$ cat config.mk
export PLATFORM = sky130hd
export DESIGN_NAME = command_frame_builder_crc16_core
export DESIGN_NICKNAME = d
export VERILOG_FILES = /design/src/sv/cfbc_pkg.sv /design/src/sv/cfbc_byte_seq.sv /design/src/sv/command_frame_builder_crc16_core.sv
export SDC_FILE = /design/constraint.sdc
export NUM_CORES = 1
export LEC_CHECK = 0
export BUFFER_PORTS_ARGS = -buffer_cell sky130_fd_sc_hd__clkbuf_2
export CORE_MARGIN = 2
export CORE_UTILIZATION = 40
export CTS_BUF_LIST = sky130_fd_sc_hd__clkbuf_8
export DETAILED_ROUTE_END_ITERATION = 10
export GPL_ROUTABILITY_DRIVEN = 0
export MAX_ROUTING_LAYER = met4
export PLACE_DENSITY = 0.66
export SYNTH_ARGS = -nofsm -noshare
export SYNTH_HDL_FRONTEND = slang
export SYNTH_SLANG_ARGS = --single-unit
$ cat constraint.sdc
create_clock -name clock -period 2.6 [get_ports clock]
set_clock_uncertainty 0.15 [all_clocks]
set_input_delay 0.39 -clock clock [delete_from_list [all_inputs] [get_ports clock]]
set_output_delay 0.39 -clock clock [all_outputs]
set_load 0.01 [all_outputs]
$ cat src/sv/cfbc_pkg.sv
// ----------------------------------------------------------------------------
// cfbc_pkg
// Shared types, byte position codes and the CRC-16/XMODEM byte step for the
// command frame builder.
// ----------------------------------------------------------------------------
package cfbc_pkg;

   localparam int unsigned POS_W = 4;

   // Position of the byte being produced inside one input transaction.
   localparam logic [POS_W-1:0] POS_HDR0    = 4'd0;   // start byte
   localparam logic [POS_W-1:0] POS_HDR1    = 4'd1;   // length + 8
   localparam logic [POS_W-1:0] POS_HDR2    = 4'd2;
   localparam logic [POS_W-1:0] POS_HDR3    = 4'd3;
   localparam logic [POS_W-1:0] POS_HDR4    = 4'd4;
   localparam logic [POS_W-1:0] POS_HDR5    = 4'd5;   // first CRC-covered byte
   localparam logic [POS_W-1:0] POS_HDR6    = 4'd6;   // length
   localparam logic [POS_W-1:0] POS_HDR7    = 4'd7;   // flag high
   localparam logic [POS_W-1:0] POS_HDR8    = 4'd8;   // flag low
   localparam logic [POS_W-1:0] POS_PAYLOAD = 4'd9;
   localparam logic [POS_W-1:0] POS_CRC_HI  = 4'd10;
   localparam logic [POS_W-1:0] POS_CRC_LO  = 4'd11;

   localparam logic [7:0]  HDR_START  = 8'hFD;
   localparam logic [7:0]  HDR_FILL   = 8'hFF;
   localparam logic [7:0]  HDR_MARK   = 8'h7E;
   localparam logic [7:0]  HDR_ZERO   = 8'h00;
   localparam logic [7:0]  HDR_CMD    = 8'h08;
   localparam logic [7:0]  LEN_BIAS   = 8'h08;
   localparam logic [15:0] CRC_POLY   = 16'h1021;
   localparam logic [15:0] CRC_INIT   = 16'h0000;

   typedef struct packed {
      logic [7:0]  payload_byte;
      logic [7:0]  payload_length;
      logic [15:0] flag_word;
      logic        frame_last;
      logic        no_payload;
   } req_type;

   typedef struct packed {
      logic [7:0] out_byte;
      logic       run_last;
      logic       frame_end;
   } rsp_type;

   // Sequencer outputs for the byte at the current position.
   typedef struct packed {
      logic [7:0]       out_byte;
      logic             crc_en;
      logic             last;
      logic             frame_end;
      logic [POS_W-1:0] next_pos;
   } seq_type;

   // One byte through CRC-16/XMODEM, MSB first.
   function automatic logic [15:0] crc_byte(input logic [15:0] crc, input logic [7:0] b);
      logic [15:0] c;
      logic        fb;
      c = crc;
      for (int k = 0; k < 8; k++) begin
         fb = c[15] ^ b[7-k];
         c  = {c[14:0], 1'b0};
         if (fb) begin
            c = c ^ CRC_POLY;
         end
      end
      return c;
   endfunction

endpackage

$ cat src/sv/cfbc_byte_seq.sv
// ----------------------------------------------------------------------------
// cfbc_byte_seq
// Selects the frame byte for the current position of a transaction and works
// out the following position, the CRC coverage and the end marks.
// ----------------------------------------------------------------------------
module cfbc_byte_seq (
   input  logic [cfbc_pkg::POS_W-1:0] pos,
   input  cfbc_pkg::req_type          item,
   input  logic [15:0]                crc,
   output cfbc_pkg::seq_type          seq
);

   logic ends;

   always_comb begin
      ends = item.no_payload | item.frame_last;

      seq.crc_en    = pos inside {[cfbc_pkg::POS_HDR5 : cfbc_pkg::POS_PAYLOAD]};
      seq.frame_end = (pos == cfbc_pkg::POS_CRC_LO);
      seq.last      = (pos == cfbc_pkg::POS_CRC_LO) ||
                      ((pos == cfbc_pkg::POS_PAYLOAD) && !ends);

      case (pos)
         cfbc_pkg::POS_HDR0:    seq.out_byte = cfbc_pkg::HDR_START;
         cfbc_pkg::POS_HDR1:    seq.out_byte = item.payload_length + cfbc_pkg::LEN_BIAS;
         cfbc_pkg::POS_HDR2:    seq.out_byte = cfbc_pkg::HDR_FILL;
         cfbc_pkg::POS_HDR3:    seq.out_byte = cfbc_pkg::HDR_MARK;
         cfbc_pkg::POS_HDR4:    seq.out_byte = cfbc_pkg::HDR_ZERO;
         cfbc_pkg::POS_HDR5:    seq.out_byte = cfbc_pkg::HDR_CMD;
         cfbc_pkg::POS_HDR6:    seq.out_byte = item.payload_length;
         cfbc_pkg::POS_HDR7:    seq.out_byte = item.flag_word[15:8];
         cfbc_pkg::POS_HDR8:    seq.out_byte = item.flag_word[7:0];
         cfbc_pkg::POS_PAYLOAD: seq.out_byte = item.payload_byte;
         cfbc_pkg::POS_CRC_HI:  seq.out_byte = crc[15:8];
         cfbc_pkg::POS_CRC_LO:  seq.out_byte = crc[7:0];
         default:               seq.out_byte = cfbc_pkg::HDR_ZERO;
      endcase

      case (pos)
         cfbc_pkg::POS_HDR8:    seq.next_pos = item.no_payload ? cfbc_pkg::POS_CRC_HI
                                                               : cfbc_pkg::POS_PAYLOAD;
         cfbc_pkg::POS_PAYLOAD: seq.next_pos = cfbc_pkg::POS_CRC_HI;
         cfbc_pkg::POS_CRC_HI:  seq.next_pos = cfbc_pkg::POS_CRC_LO;
         cfbc_pkg::POS_CRC_LO:  seq.next_pos = cfbc_pkg::POS_HDR0;
         default:               seq.next_pos = pos + {{(cfbc_pkg::POS_W-1){1'b0}}, 1'b1};
      endcase
   end

endmodule

$ cat src/sv/command_frame_builder_crc16_core.sv
// ----------------------------------------------------------------------------
// command_frame_builder_crc16_core
// Turns a stream of payload byte transactions into framed commands: header,
// payload bytes and a trailing CRC-16/XMODEM, one output byte per unstalled cycle.
// ----------------------------------------------------------------------------
//  channel | ports                          | moves
//  --------+--------------------------------+----------------------------------
//  req     | req_valid, req_stall, req_data | one payload byte + frame control
//  rsp     | rsp_valid, rsp_stall, rsp_data | one frame byte with end marks
//
//  A transaction yields 1 to 12 output bytes, one per cycle while rsp does not
//  stall: 9 header bytes on the first transaction of a frame, 1 payload byte,
//  2 CRC bytes at frame end. Plain mid-frame payload bytes thus pass one
//  transaction per cycle; the next is taken as its predecessor's last byte leaves.
//  Reset (synchronous, active high) empties the holding and output registers
//  and clears the CRC and frame state. A stall on rsp holds the output byte
//  and backs up into req_stall once the held transaction cannot advance.
// ----------------------------------------------------------------------------
module command_frame_builder_crc16_core (
   input  logic              clock,
   input  logic              reset,
   input  logic              req_valid,
   output logic              req_stall,
   input  cfbc_pkg::req_type req_data,
   output logic              rsp_valid,
   input  logic              rsp_stall,
   output cfbc_pkg::rsp_type rsp_data
);

   cfbc_pkg::req_type          item_ff, item_in;
   logic                       busy_ff, busy_in;
   logic [cfbc_pkg::POS_W-1:0] pos_ff, pos_in;
   logic                       frame_open_ff, frame_open_in;
   logic [15:0]                crc_ff, crc_in;
   logic                       rsp_valid_ff, rsp_valid_in;
   cfbc_pkg::rsp_type          rsp_data_ff, rsp_data_in;

   cfbc_pkg::seq_type          seq;
   logic                       advance;
   logic                       done;
   logic                       accept;
   logic [cfbc_pkg::POS_W-1:0] first_pos;

   cfbc_byte_seq u_seq (
      .pos  (pos_ff),
      .item (item_ff),
      .crc  (crc_ff),
      .seq  (seq)
   );

   always_comb begin
      advance = busy_ff && (!rsp_valid_ff || !rsp_stall);
      done    = advance && seq.last;
      req_stall = busy_ff && !done;
      accept  = req_valid && !req_stall;

      if (!frame_open_ff) begin
         first_pos = cfbc_pkg::POS_HDR0;
      end else if (req_data.no_payload) begin
         first_pos = cfbc_pkg::POS_CRC_HI;
      end else begin
         first_pos = cfbc_pkg::POS_PAYLOAD;
      end

      item_in       = accept ? req_data : item_ff;
      busy_in       = accept ? 1'b1 : (done ? 1'b0 : busy_ff);
      pos_in        = accept ? first_pos : (advance ? seq.next_pos : pos_ff);
      // frame state is set per transaction; the header is decided at accept time
      frame_open_in = accept ? !(req_data.no_payload | req_data.frame_last) : frame_open_ff;

      crc_in = crc_ff;
      if (advance) begin
         if (pos_ff == cfbc_pkg::POS_HDR0 || seq.frame_end) begin
            crc_in = cfbc_pkg::CRC_INIT;
         end else if (seq.crc_en) begin
            crc_in = cfbc_pkg::crc_byte(crc_ff, seq.out_byte);
         end
      end

      rsp_valid_in = advance ? 1'b1 : (rsp_valid_ff && rsp_stall);
      rsp_data_in  = rsp_data_ff;
      if (advance) begin
         rsp_data_in.out_byte  = seq.out_byte;
         rsp_data_in.run_last  = seq.last;
         rsp_data_in.frame_end = seq.frame_end;
      end
   end

   always_ff @(posedge clock) begin
      if (reset) begin
         busy_ff       <= 1'b0;
         pos_ff        <= cfbc_pkg::POS_HDR0;
         frame_open_ff <= 1'b0;
         crc_ff        <= cfbc_pkg::CRC_INIT;
         rsp_valid_ff  <= 1'b0;
      end else begin
         busy_ff       <= busy_in;
         pos_ff        <= pos_in;
         frame_open_ff <= frame_open_in;
         crc_ff        <= crc_in;
         rsp_valid_ff  <= rsp_valid_in;
      end
   end

   always_ff @(posedge clock) begin
      item_ff     <= item_in;
      rsp_data_ff <= rsp_data_in;
   end

   assign rsp_valid = rsp_valid_ff;
   assign rsp_data  = rsp_data_ff;

   // Nothing held means input is never back-pressured.
   assert property (@(posedge clock) disable iff (reset)
      !busy_ff |-> !req_stall)
      else $error("req_stall raised with no transaction held");

   // A transaction opening a frame starts at the header start byte.
   assert property (@(posedge clock) disable iff (reset)
      (accept && !frame_open_ff) |=> (pos_ff == cfbc_pkg::POS_HDR0))
      else $error("new frame did not start at header");

   // Between frames the CRC must be back at its initial value.
   assert property (@(posedge clock) disable iff (reset)
      (!busy_ff && !frame_open_ff) |-> (crc_ff == cfbc_pkg::CRC_INIT))
      else $error("CRC not cleared between frames");

   // The frame-ending byte is always the last byte of its transaction.
   assert property (@(posedge clock) disable iff (reset)
      (advance && seq.frame_end) |=> (rsp_data.run_last && !busy_ff) || busy_ff)
      else $error("frame end not marked as transaction end");

endmodule
## Word level (Yosys, flattened, before mapping)

Cells that the tools add are included.

| cells by class | value |
|---|---|
| equal/unequal tests | 10 |
| bitwise logic cells | 18 |
| reductions and logical operators | 21 |
| add/sub/neg operators | 2 |
| muxes and demuxes | 41 |
| magnitude comparators | 2 |

Operators with widths:

| kind | number |
|---|---|
| $mux W16 | 23 |
| $mux W13 | 8 |
| $pmux W8 S11 | 1 |
| $not A3 Y3 | 8 |
| $eq A4 B4 Y1 const B | 4 |
| $pmux W4 S4 | 1 |
| $eq A4 B3 Y1 const B | 3 |
| $mux W4 | 3 |
| $add A8 B4 Y8 const B | 1 |
| $eq A4 B2 Y1 const B | 2 |
| $xor A1 B1 Y1 | 8 |
| $logic_and A1 B1 Y1 | 7 |
| $logic_not A1 Y1 | 6 |
| $reduce_bool A2 Y1 | 3 |
| $add A4 B1 Y4 const B | 1 |
| $eq A4 B1 Y1 const B | 1 |
| $ge A4 B3 Y1 const B | 1 |
| $le A4 B4 Y1 const B | 1 |
| $logic_not A4 Y1 | 1 |
| $mux W2 | 2 |
| $logic_or A1 B1 Y1 | 3 |
| $mux W1 | 3 |
| $or A1 B1 Y1 | 2 |
| $reduce_and A2 Y1 | 1 |

| storage, ports and cells | value |
|---|---|
| register bits | 67 |
| output and inout port bits | 12 |
| input bits | 38 |
| logic and storage cells | 107 |

## Logic depth before layout (Yosys ltp)

Gate-level depths: netlist of the first run.

| depth | value |
|---|---|
| word-level depth | 41 |
| gate-level depth with buffers | 11 |
| mapped depth without buffers | 9 |

## Modules after synthesis

Synthesis of the first run repeated with hierarchy kept, for this count alone.

| unflattened totals | value |
|---|---|
| cell total of the unflattened synthesis | 271 |
| area, all modules | 3,278.1 um^2 |

Modules (own cells, without submodules):

| module | cells each | instances | area each (um^2) | seq. area each (um^2) |
|---|---|---|---|---|
| command_frame_builder_crc16_core | 151 | 1 | 2,431.1 | 1,781.7 |
| cfbc_byte_seq | 120 | 1 | 847.1 | 0.0 |

## Least setup slack after synthesis of the first run

No wires, ideal clock.

| timing path | value |
|---|---|
| path kind | register to register |
| from | reg pos_ff[1] in the netlist's numbering |
| to | reg pos_ff[0] in the netlist's numbering |
| data required time | 2,322 ps |
| library setup time | 128 ps |
| path buffers | 2 |
| clock period less this slack | 2,634 ps |
| stages on the path, launching flop included | 12 |
| arrival | 2,356 ps |
| setup slack | -34 ps |
| path through | dfxtp_1 > inv_1 > ha_1 > clkbuf_1 > nor3b_1 > o21ai_0 > o21ai_0 > and2_1 > buf_2 > nor2_1 > a31oi_1 > nor2_1 |

| between the ends | value |
|---|---|
| cells in the longest elaborated chain, start to end | 9 |
| elaborated cells on any way between the ends | 15 |
| classes of those cells | eq/ne (4); mux (3); reduce/logical (8) |

RTL lines:

| what | line | RTL |
|---|---|---|
| start: declaration | command_frame_builder_crc16_core.sv:32 | `logic [cfbc_pkg::POS_W-1:0] pos_ff, pos_in;` |
| start signal: assignment | command_frame_builder_crc16_core.sv:92 | `pos_ff <= cfbc_pkg::POS_HDR0;` |
| start signal: assignment | command_frame_builder_crc16_core.sv:98 | `pos_ff <= pos_in;` |
| $eq A4 B4 Y1 | cfbc_byte_seq.sv:21 | `((pos == cfbc_pkg::POS_PAYLOAD) && !ends);` |
| $logic_and A1 B1 Y1 | cfbc_byte_seq.sv:21 |  |
| $logic_or A1 B1 Y1 (*) | cfbc_byte_seq.sv:20 | `seq.last = (pos == cfbc_pkg::POS_CRC_LO) \|\|` |
| $logic_and A1 B1 Y1 (*) | command_frame_builder_crc16_core.sv:53 | `done = advance && seq.last;` |
| $logic_not A1 Y1 (*) | command_frame_builder_crc16_core.sv:54 | `req_stall = busy_ff && !done;` |
| $logic_and A1 B1 Y1 (*) | command_frame_builder_crc16_core.sv:54 |  |
| $logic_not A1 Y1 (*) | command_frame_builder_crc16_core.sv:55 | `accept = req_valid && !req_stall;` |
| $logic_and A1 B1 Y1 (*) | command_frame_builder_crc16_core.sv:55 |  |
| net accept | command_frame_builder_crc16_core.sv:41 | `logic accept;` |
| $mux W4 or $reduce_bool A2 Y1 (tied branches) | n/a |  |

Mark *: on every way through the listed nets, which the timed path passes. The rest lies on a longest branch. The select of a mux whose other input is x is not followed.
A chain may end at the register's enable or synchronous reset.

## Worst setup path after layout of the first run

| timing path | value |
|---|---|
| from | reg pos_ff[0] in the netlist's numbering |
| to | reg crc_ff[13] |

| between the ends | value |
|---|---|
| cells in the longest elaborated chain, start to end | 23 |
| elaborated cells on any way between the ends | 39 |
| classes of those cells | order compare (2); eq/ne (10); mux (20); bitwise (2); reduce/logical (5) |

RTL lines:

| what | line | RTL |
|---|---|---|
| $eq A4 B4 Y1, or another cell as far along | cfbc_byte_seq.sv:19, cfbc_byte_seq.sv:23 |  |
| $pmux W8 S11 | cfbc_byte_seq.sv:23 | `case (pos)` |
| $xor A1 B1 Y1 | cfbc_pkg.sv:62 | `fb = c[15] ^ b[7-k];` |
| $mux W13 | cfbc_pkg.sv:64 | `if (fb) begin` |
| $mux W16 | command_frame_builder_crc16_core.sv:75 | `end else if (seq.crc_en) begin` |
| $mux W16 | command_frame_builder_crc16_core.sv:73 | `if (pos_ff == cfbc_pkg::POS_HDR0 \|\| seq.frame_end) begin` |
| $mux W16 | command_frame_builder_crc16_core.sv:72 | `if (advance) begin` |
| $mux W16 | command_frame_builder_crc16_core.sv:75 |  |
| [7 not listed] | n/a |  |
| $mux W16 | command_frame_builder_crc16_core.sv:72 |  |
| $xor A1 B1 Y1 | cfbc_pkg.sv:62 |  |
| $mux W13 | cfbc_pkg.sv:64 |  |
| $mux W16 | command_frame_builder_crc16_core.sv:75 |  |
| $mux W16 | command_frame_builder_crc16_core.sv:73 |  |
| $mux W16 | command_frame_builder_crc16_core.sv:72 |  |
| $mux W16 | command_frame_builder_crc16_core.sv:75 |  |
| $mux W16 | command_frame_builder_crc16_core.sv:73 |  |
| end signal: assignment | command_frame_builder_crc16_core.sv:94 | `crc_ff <= cfbc_pkg::CRC_INIT;` |
| end signal: assignment | command_frame_builder_crc16_core.sv:100 | `crc_ff <= crc_in;` |
| end: declaration | command_frame_builder_crc16_core.sv:34 | `logic [15:0] crc_ff, crc_in;` |

Several ways; a longest one is shown, not always the timed one. The select of a mux whose other input is x is not followed.

==> reports/results.ini, run 1 <==
[setup_path]
critical_path.max_fanout = 4
timing.setup.critical_path_class = reg2reg
required_ns = 2.67
r2r_slack_ns = 0.0009
worstSetupStartpointType = flip-flop
worstPathArrival_ns = 2.67
endpoint_kind = flip-flop

[yosys]
synth_edf_count = 44
yosys_warnings = 0
synth.yosys.seq_area_share_pct = 55.04
synthCells = 277
syn_avg_cell_area_um2 = 11.69
synth-main-ff-cell = edfxtp_1
synth.net_count = 322
syn_area_mm2 = 0.003237
async_flop_share_pct = 0
ys_types = 57
postSynthRegisterBits = 67

[global_route]
global_route.usage.total_pct = 19.15
grt_max_degree = 26
first_global_vias = 2449
antenna_found_initial = 0
grt_pass1_wl_mm = 12.22
grt.overflow.total = 0

[run]
cap_viol_max_count = 0

[cts]
cts.sinks = 67
cts.path.max_buffers = 2
h-tree-depth = 3
insertion_delay_ns = 0.35
clock_tree_from_tritoncts = yes
clk_pin_slew_ns = 0.07
root_buffer = clkbuf_8
cts_buffers = 9
hold_buffers = 0

[route]
ant_nets = 0
drt-pass1-iter-count = 4
drt-initial-drc-count = 176
post_detailed_route_drc_marker_count = 0
drt_total_wl_mm = 8.031
post_drt_via_cell_ratio = 5.268
routed-via-count = 2555
avgRoutedWirePerCell_um = 16.56

[placement]
dp.cells = 464
hpwlAfterDp_mm = 5.764
placement.io_buffers = 49

[floorplanning]
num_io_pins = 50
die-width_um = 93.96
chipHeight_um = 93.96
std_cell_rows = 32
core_area_mm2 = 0.007767
start_util_pct = 41.67
die-area_mm2 = 0.008828

[status]
outcome = finished clean

[power]
pwr-share-clk_pct = 38.9
internal-power_uw = 2018
net_switching_power_uw = 607.8
max-vdd-ir-drop_uv = 382.4
logic_pwr_share_pct = 15.1
powerDensity_mw_per_mm2 = 598.2
sequentialPowerShare_pct = 46.0
netSwitchingFraction_pct = 23.15
leakage_uw = 0.001767

[timing]
layout_worst_path_cycle_share_pct = 99.96
setup_viol = 0
grt_setup_unrepaired = true
worst_slew_margin_rel_pct = 68.66
layout_min_cycle_time_ns = 2.599
fmax_ghz = 0.3848
finalHoldViolCount = 0
finalMaxSlewViolations = 0
worst_pin_slew_ns = 0.4680

[finish]
multi_input_comb_area_mm2 = 0.001499
synthToLayoutAreaGrowth_pct = 35.60
drive_above_1_share_pct = 40.73
fillCellCount = 669
insertedDiodeCount = 0
stdcell_count = 485
nets = 423
utilization_pct = 56.51
seqCellArea_mm2 = 0.001789

[min_path]
hold_path.class = in2reg

## final timing paths
| check | from | to | cells after the start |
|---|---|---|---|
| worst min-delay path | req_data[24] | item_ff[24]$_DFFE_PP_ | 1 |
| worst max-delay path | pos_ff[0]$_SDFFE_PP0P_ | crc_ff[13]$_SDFFE_PP0P_ | 12 |
| worst min register to register | crc_ff[12]$_SDFFE_PP0P_ | crc_ff[12]$_SDFFE_PP0P_ | 2 |
| worst max register to register | pos_ff[0]$_SDFFE_PP0P_ | crc_ff[13]$_SDFFE_PP0P_ | 12 |
## power by group through the flow
stage	logic, uW	registers, uW	clock network, uW
finish	397	1210	1020
global placement	338	1230	0
global route	427	1210	1090
floorplan	194	1230	0
detailed placement	345	1230	0
CTS	367	1210	1040
## timing repair
action	4_1_cts	5_1_grt
endpoints found under the setup margin	14	16
pin swaps	7	9
gates resized for setup	17	22
endpoints found under the hold margin	0	0
cloned	0	0
setup buffers	3	2
## stage by stage
step	hold slack (ns)	setup slack, ns	setup TNS, ns	power (uW)	instance area (um2)
floorplan	0.3000	0.03776	0	1425	3241
global route	0.03559	-0.09297	-0.5509	2724	4389
CTS	0.04488	-0.007639	-0.007639	2615	4257
global placement	0.3210	-0.1213	-0.3834	1568	3919
finish	0.06140	0.0009304	0	2626	4389
detailed placement	0.3246	-0.1340	-0.6313	1576	3919
## state kept, by name, indices dropped and copies added (netlist names)
| name | count |
|---|---|
| item_ff | 34 |
| crc_ff | 16 |
| rsp_data | 10 |
| pos_ff | 4 |
| busy_ff | 1 |
| frame_open_ff | 1 |
| rsp_valid | 1 |
## worst max-delay path, stage by stage (launching register included)
cell,delay (ns)
dfxtp_4,0.38
buf_4,0.14
buf_4,0.12
ha_4,0.14
inv_1,0.05
o31a_1,0.29
nor4bb_2,0.17
buf_4,0.15
a2111oi_4,0.30
buf_4,0.21
xnor2_4,0.15
xor2_1,0.17
o21ai_1,0.08
## kinds of logic after synthesis
logic type | count (synthesis) | synth area share [%]
AND/OR/NAND/NOR | 77 | 11.94
AO/OA/AOI/OAI | 72 | 16.43
flip-flops | 67 | 55.04
buffers and inverters | 26 | 4.406
XOR/XNOR | 24 | 8.234
adder cells (fa/ha/maj) | 7 | 2.706
multiplexers | 4 | 1.237
## metal layers
layer	share of wire [%]	global-route usage, %	vias up
met3	4.7	4.735	19
met2	49	29.05	77
li1	-	-	1227
met4	3.5	9.903	0
met1	43	23.82	1232
met5	0	-	-
## cell usage after synthesis, types with 3 or more instances
cell,count,area [um2]
a21oi_1,12,60.06
a222oi_1,4,40.04
a22oi_1,15,112.6
and2_1,3,18.77
buf_2,5,25.02
buf_4,3,22.52
buf_6,3,33.78
dfxtp_1,23,460.4
edfxtp_1,44,1321
ha_1,7,87.58
inv_1,11,41.29
mux2i_1,4,40.04
nand2_1,16,60.06
nand2b_1,6,37.54
nand3_1,6,30.03
nor2_1,26,97.59
nor3_1,5,25.02
o21ai_0,7,35.03
o21ai_1,6,30.03
xnor2_1,10,87.58
xnor3_1,3,67.56
xor2_1,9,78.83
## cell type report
cell class / instances / share of cell area [%]
clock buffer: 9 / 2.822
clock inverter: 7 / 2.452
inverter: 11 / 0.9977
multi-input combinational: 184 / 34.15
sequential: 67 / 40.76
tap: 102 / 2.908
timing repair buffer: 105 / 15.91
## layout by cell type, fill, tap and decap left out, types with 3 or more instances in the layout
cell / count
a21oi_1: 12
a222oi_1: 4
a22oi_1: 14
buf_4: 52
bufinv_16: 3
clkbuf_2: 49
clkbuf_8: 9
dfxtp_1: 21
edfxtp_1: 44
ha_4: 5
inv_1: 10
mux2i_1: 4
nand2_1: 16
nand2b_1: 6
nand3_1: 6
nor2_1: 26
nor3_1: 4
o21ai_0: 5
o21ai_1: 8
xnor2_1: 6
xnor2_2: 4
xor2_1: 9
Power figures use the tool's default switching activity.
==> run 2, diff against run 1 <==
Settings changed: CORE_MARGIN 2 to 4, SLEW_MARGIN set to 20, SYNTH_HIERARCHICAL set to 1.
==> run 2 against run 1 <==
  * Cell area fell by 1.3%
  * Setup slack improved by 0.052 ns
  * Critical path depth shrank 1
  * Core utilization shrank 1.3 points
  * Synthesized cell count fell by 2.2%
  * Critical path type unchanged
  * Largest power group unchanged
==> reports/results.ini, run 2 <==
[global_route]
antenna_found_initial = 0
grt_pass1_wl_mm = 12.39
global_route.usage.total_pct = 16.80
first_global_vias = 2426
grt.overflow.total = 0
grt_max_degree = 35

[route]
drt-initial-drc-count = 175
post_drt_via_cell_ratio = 5.282
drt-pass1-iter-count = 5
routed-via-count = 2514
drt_total_wl_mm = 7.745
ant_nets = 0
post_detailed_route_drc_marker_count = 0
avgRoutedWirePerCell_um = 16.27

[finish]
insertedDiodeCount = 0
synthToLayoutAreaGrowth_pct = 32.10
drive_above_1_share_pct = 42.78
nets = 414
regMostFlops = item_ff
final_common_cell = clkbuf_2
mostFrequentLayoutCells = clkbuf_2, edfxtp_1, buf_4, nor2_1, dfxtp_1
largest_register_ff_count = 34

[timing]
worst_slew_margin_rel_pct = 57.56
finalHoldViolCount = 0
hold-worst-slack_ns = 0.06190
layout_worst_path_cycle_share_pct = 97.98
worst_pin_slew_ns = 0.6352
grt_setup_unrepaired = true
setup_viol = 0
finalMaxSlewViolations = 0
fmax_ghz = 0.3926
layout_min_cycle_time_ns = 2.547

[yosys]
async_flop_share_pct = 0
yosys-top-cells-count = edfxtp_1, dfxtp_1, nor2_1, xnor2_1, a22oi_1
synth.yosys.seq_area_share_pct = 54.35
ys_types = 53
syn_area_mm2 = 0.003278
yosysTopAreaCell = edfxtp_1
yosys_warnings = 6
syn_avg_cell_area_um2 = 12.10
synth-main-ff-cell = edfxtp_1
yosys-top-cells-area = edfxtp_1, dfxtp_1, xnor2_1
postSynthRegisterBits = 67
synth.net_count = 316
synthCells = 271
leading_cell_type_by_number_of_instances_after_synthesis = edfxtp_1
synth_edf_count = 44
post-synth-top-area-fraction_pct = 40.31

[power]
max-vdd-ir-drop_uv = 333.2
powerDensity_mw_per_mm2 = 592.3
leakage_uw = 0.001697
fin_total_pwr_uw = 2565

[setup_path]
endpoint_kind = flip-flop
critPathSlowestCell = a222oi_1
critical_path.max_fanout = 6
worstPathArrival_ns = 2.64
cell_chain_critical_path = inv_2 -> ha_4 -> buf_6 -> a22oi_2 -> mux2i_1 -> a222oi_1 -> nor2_2 -> xor2_2 -> xnor2_2 -> xnor2_1 -> a22o_1
required_ns = 2.69
crit_family = compound AO/OA/AOI/OAI gates
timing.setup.critical_path_class = reg2reg
worstSetupStartpointType = flip-flop
cp.buffers_inverters = 2
slowest_delay_ns = 0.42

[placement]
hpwlAfterDp_mm = 5.733
placement.io_buffers = 49

[cts]
insertion_delay_ns = 0.35
cts_buffers = 9
clock_tree_from_tritoncts = yes
cts.path.max_buffers = 2
h-tree-depth = 3
cts.sinks = 67
clk_pin_slew_ns = 0.08
root_buffer = clkbuf_8

[min_path]
hold_path.class = in2reg

[floorplanning]
num_io_pins = 50
die-width_um = 98.53
core_area_mm2 = 0.007848
start_util_pct = 41.77
std_cell_rows = 32
die-area_mm2 = 0.009708
chipHeight_um = 98.53

[run]
cap_viol_max_count = 0

[status]
outcome = finished clean

## run 2: timing repair
| action | CTS | global route |
|---|---|---|
| hold buffers | 0 | 0 |
| resized for setup | 16 | 23 |
| pin swaps | 11 | 28 |
| buffers inserted | 3 | 7 |
| endpoints found under the setup margin | 10 | 13 |
## run 2: worst paths after layout
path / from / end / slack, ns / cells past startpoint
min reg2reg: busy_ff$_SDFFE_PP0P_ / rsp_valid$_SDFF_PP0_ / 0.34 / 2
min: req_data[15] / item_ff[15]$_DFFE_PP_ / 0.06 / 1
max: pos_ff[0]$_SDFFE_PP0P_ / crc_ff[6]$_SDFFE_PP0P_ / 0.05 / 11
max reg2reg: pos_ff[0]$_SDFFE_PP0P_ / crc_ff[6]$_SDFFE_PP0P_ / 0.05 / 11
## run 2: cell families after synthesis
group	share of synthesized area (%)
AOI/OAI and AO/OA	18.02
DFF	54.35
and+or+nand+nor	10.08
xor gates and xnor gates	7.710
buffers and inverters	5.267
adders and majority gates	2.672
muxes	1.908
## run 2: through the flow
stage            TNS, ns  area (um2)  std cells  worst slack, ns  utilization [%]
2_1_floorplan          0        3337        271         0.001515                -
3_3_place_gp     -0.1984        3896        450          -0.1223            49.65
3_5_place_dp     -0.5982        3896        450          -0.1498            49.65
4_1_cts        -0.002359        4150        469        -0.002359            52.89
5_1_grt          -0.1932        4330        476         -0.06049            55.18
6_report               0        4330        476          0.05259            55.18
## run 2: area by class of cell
class | count | area (um2)
sequential | 67 | 1790
multi-input combinational | 181 | 1530
clock inverter | 7 | 43.79
timing repair buffer | 101 | 674.4
inverter | 9 | 40.04
fill | 694 | 3517
clock buffer | 9 | 123.9
tap | 102 | 127.6
## run 2: per-layer routing
| metal | up-vias | global-route usage, % | wire (um) | part of all wire (%) |
|---|---|---|---|---|
| met3 | 17 | 4.529 | 404 | 5.2 |
| met1 | 1192 | 21.69 | 3454 | 45 |
| li1 | 1213 | - | - | - |
| met5 | - | - | 0 | 0 |
| met4 | 0 | 5.777 | 125 | 1.6 |
| met2 | 92 | 25.64 | 3760 | 49 |
## run 2: where the power goes
part	leakage, uW	total (uW)	switching [uW]	internal, uW
combinational	0.00102	593	282	311
clock	0.0000767	738	398	340
sequential	0.000602	1230	35.7	1200
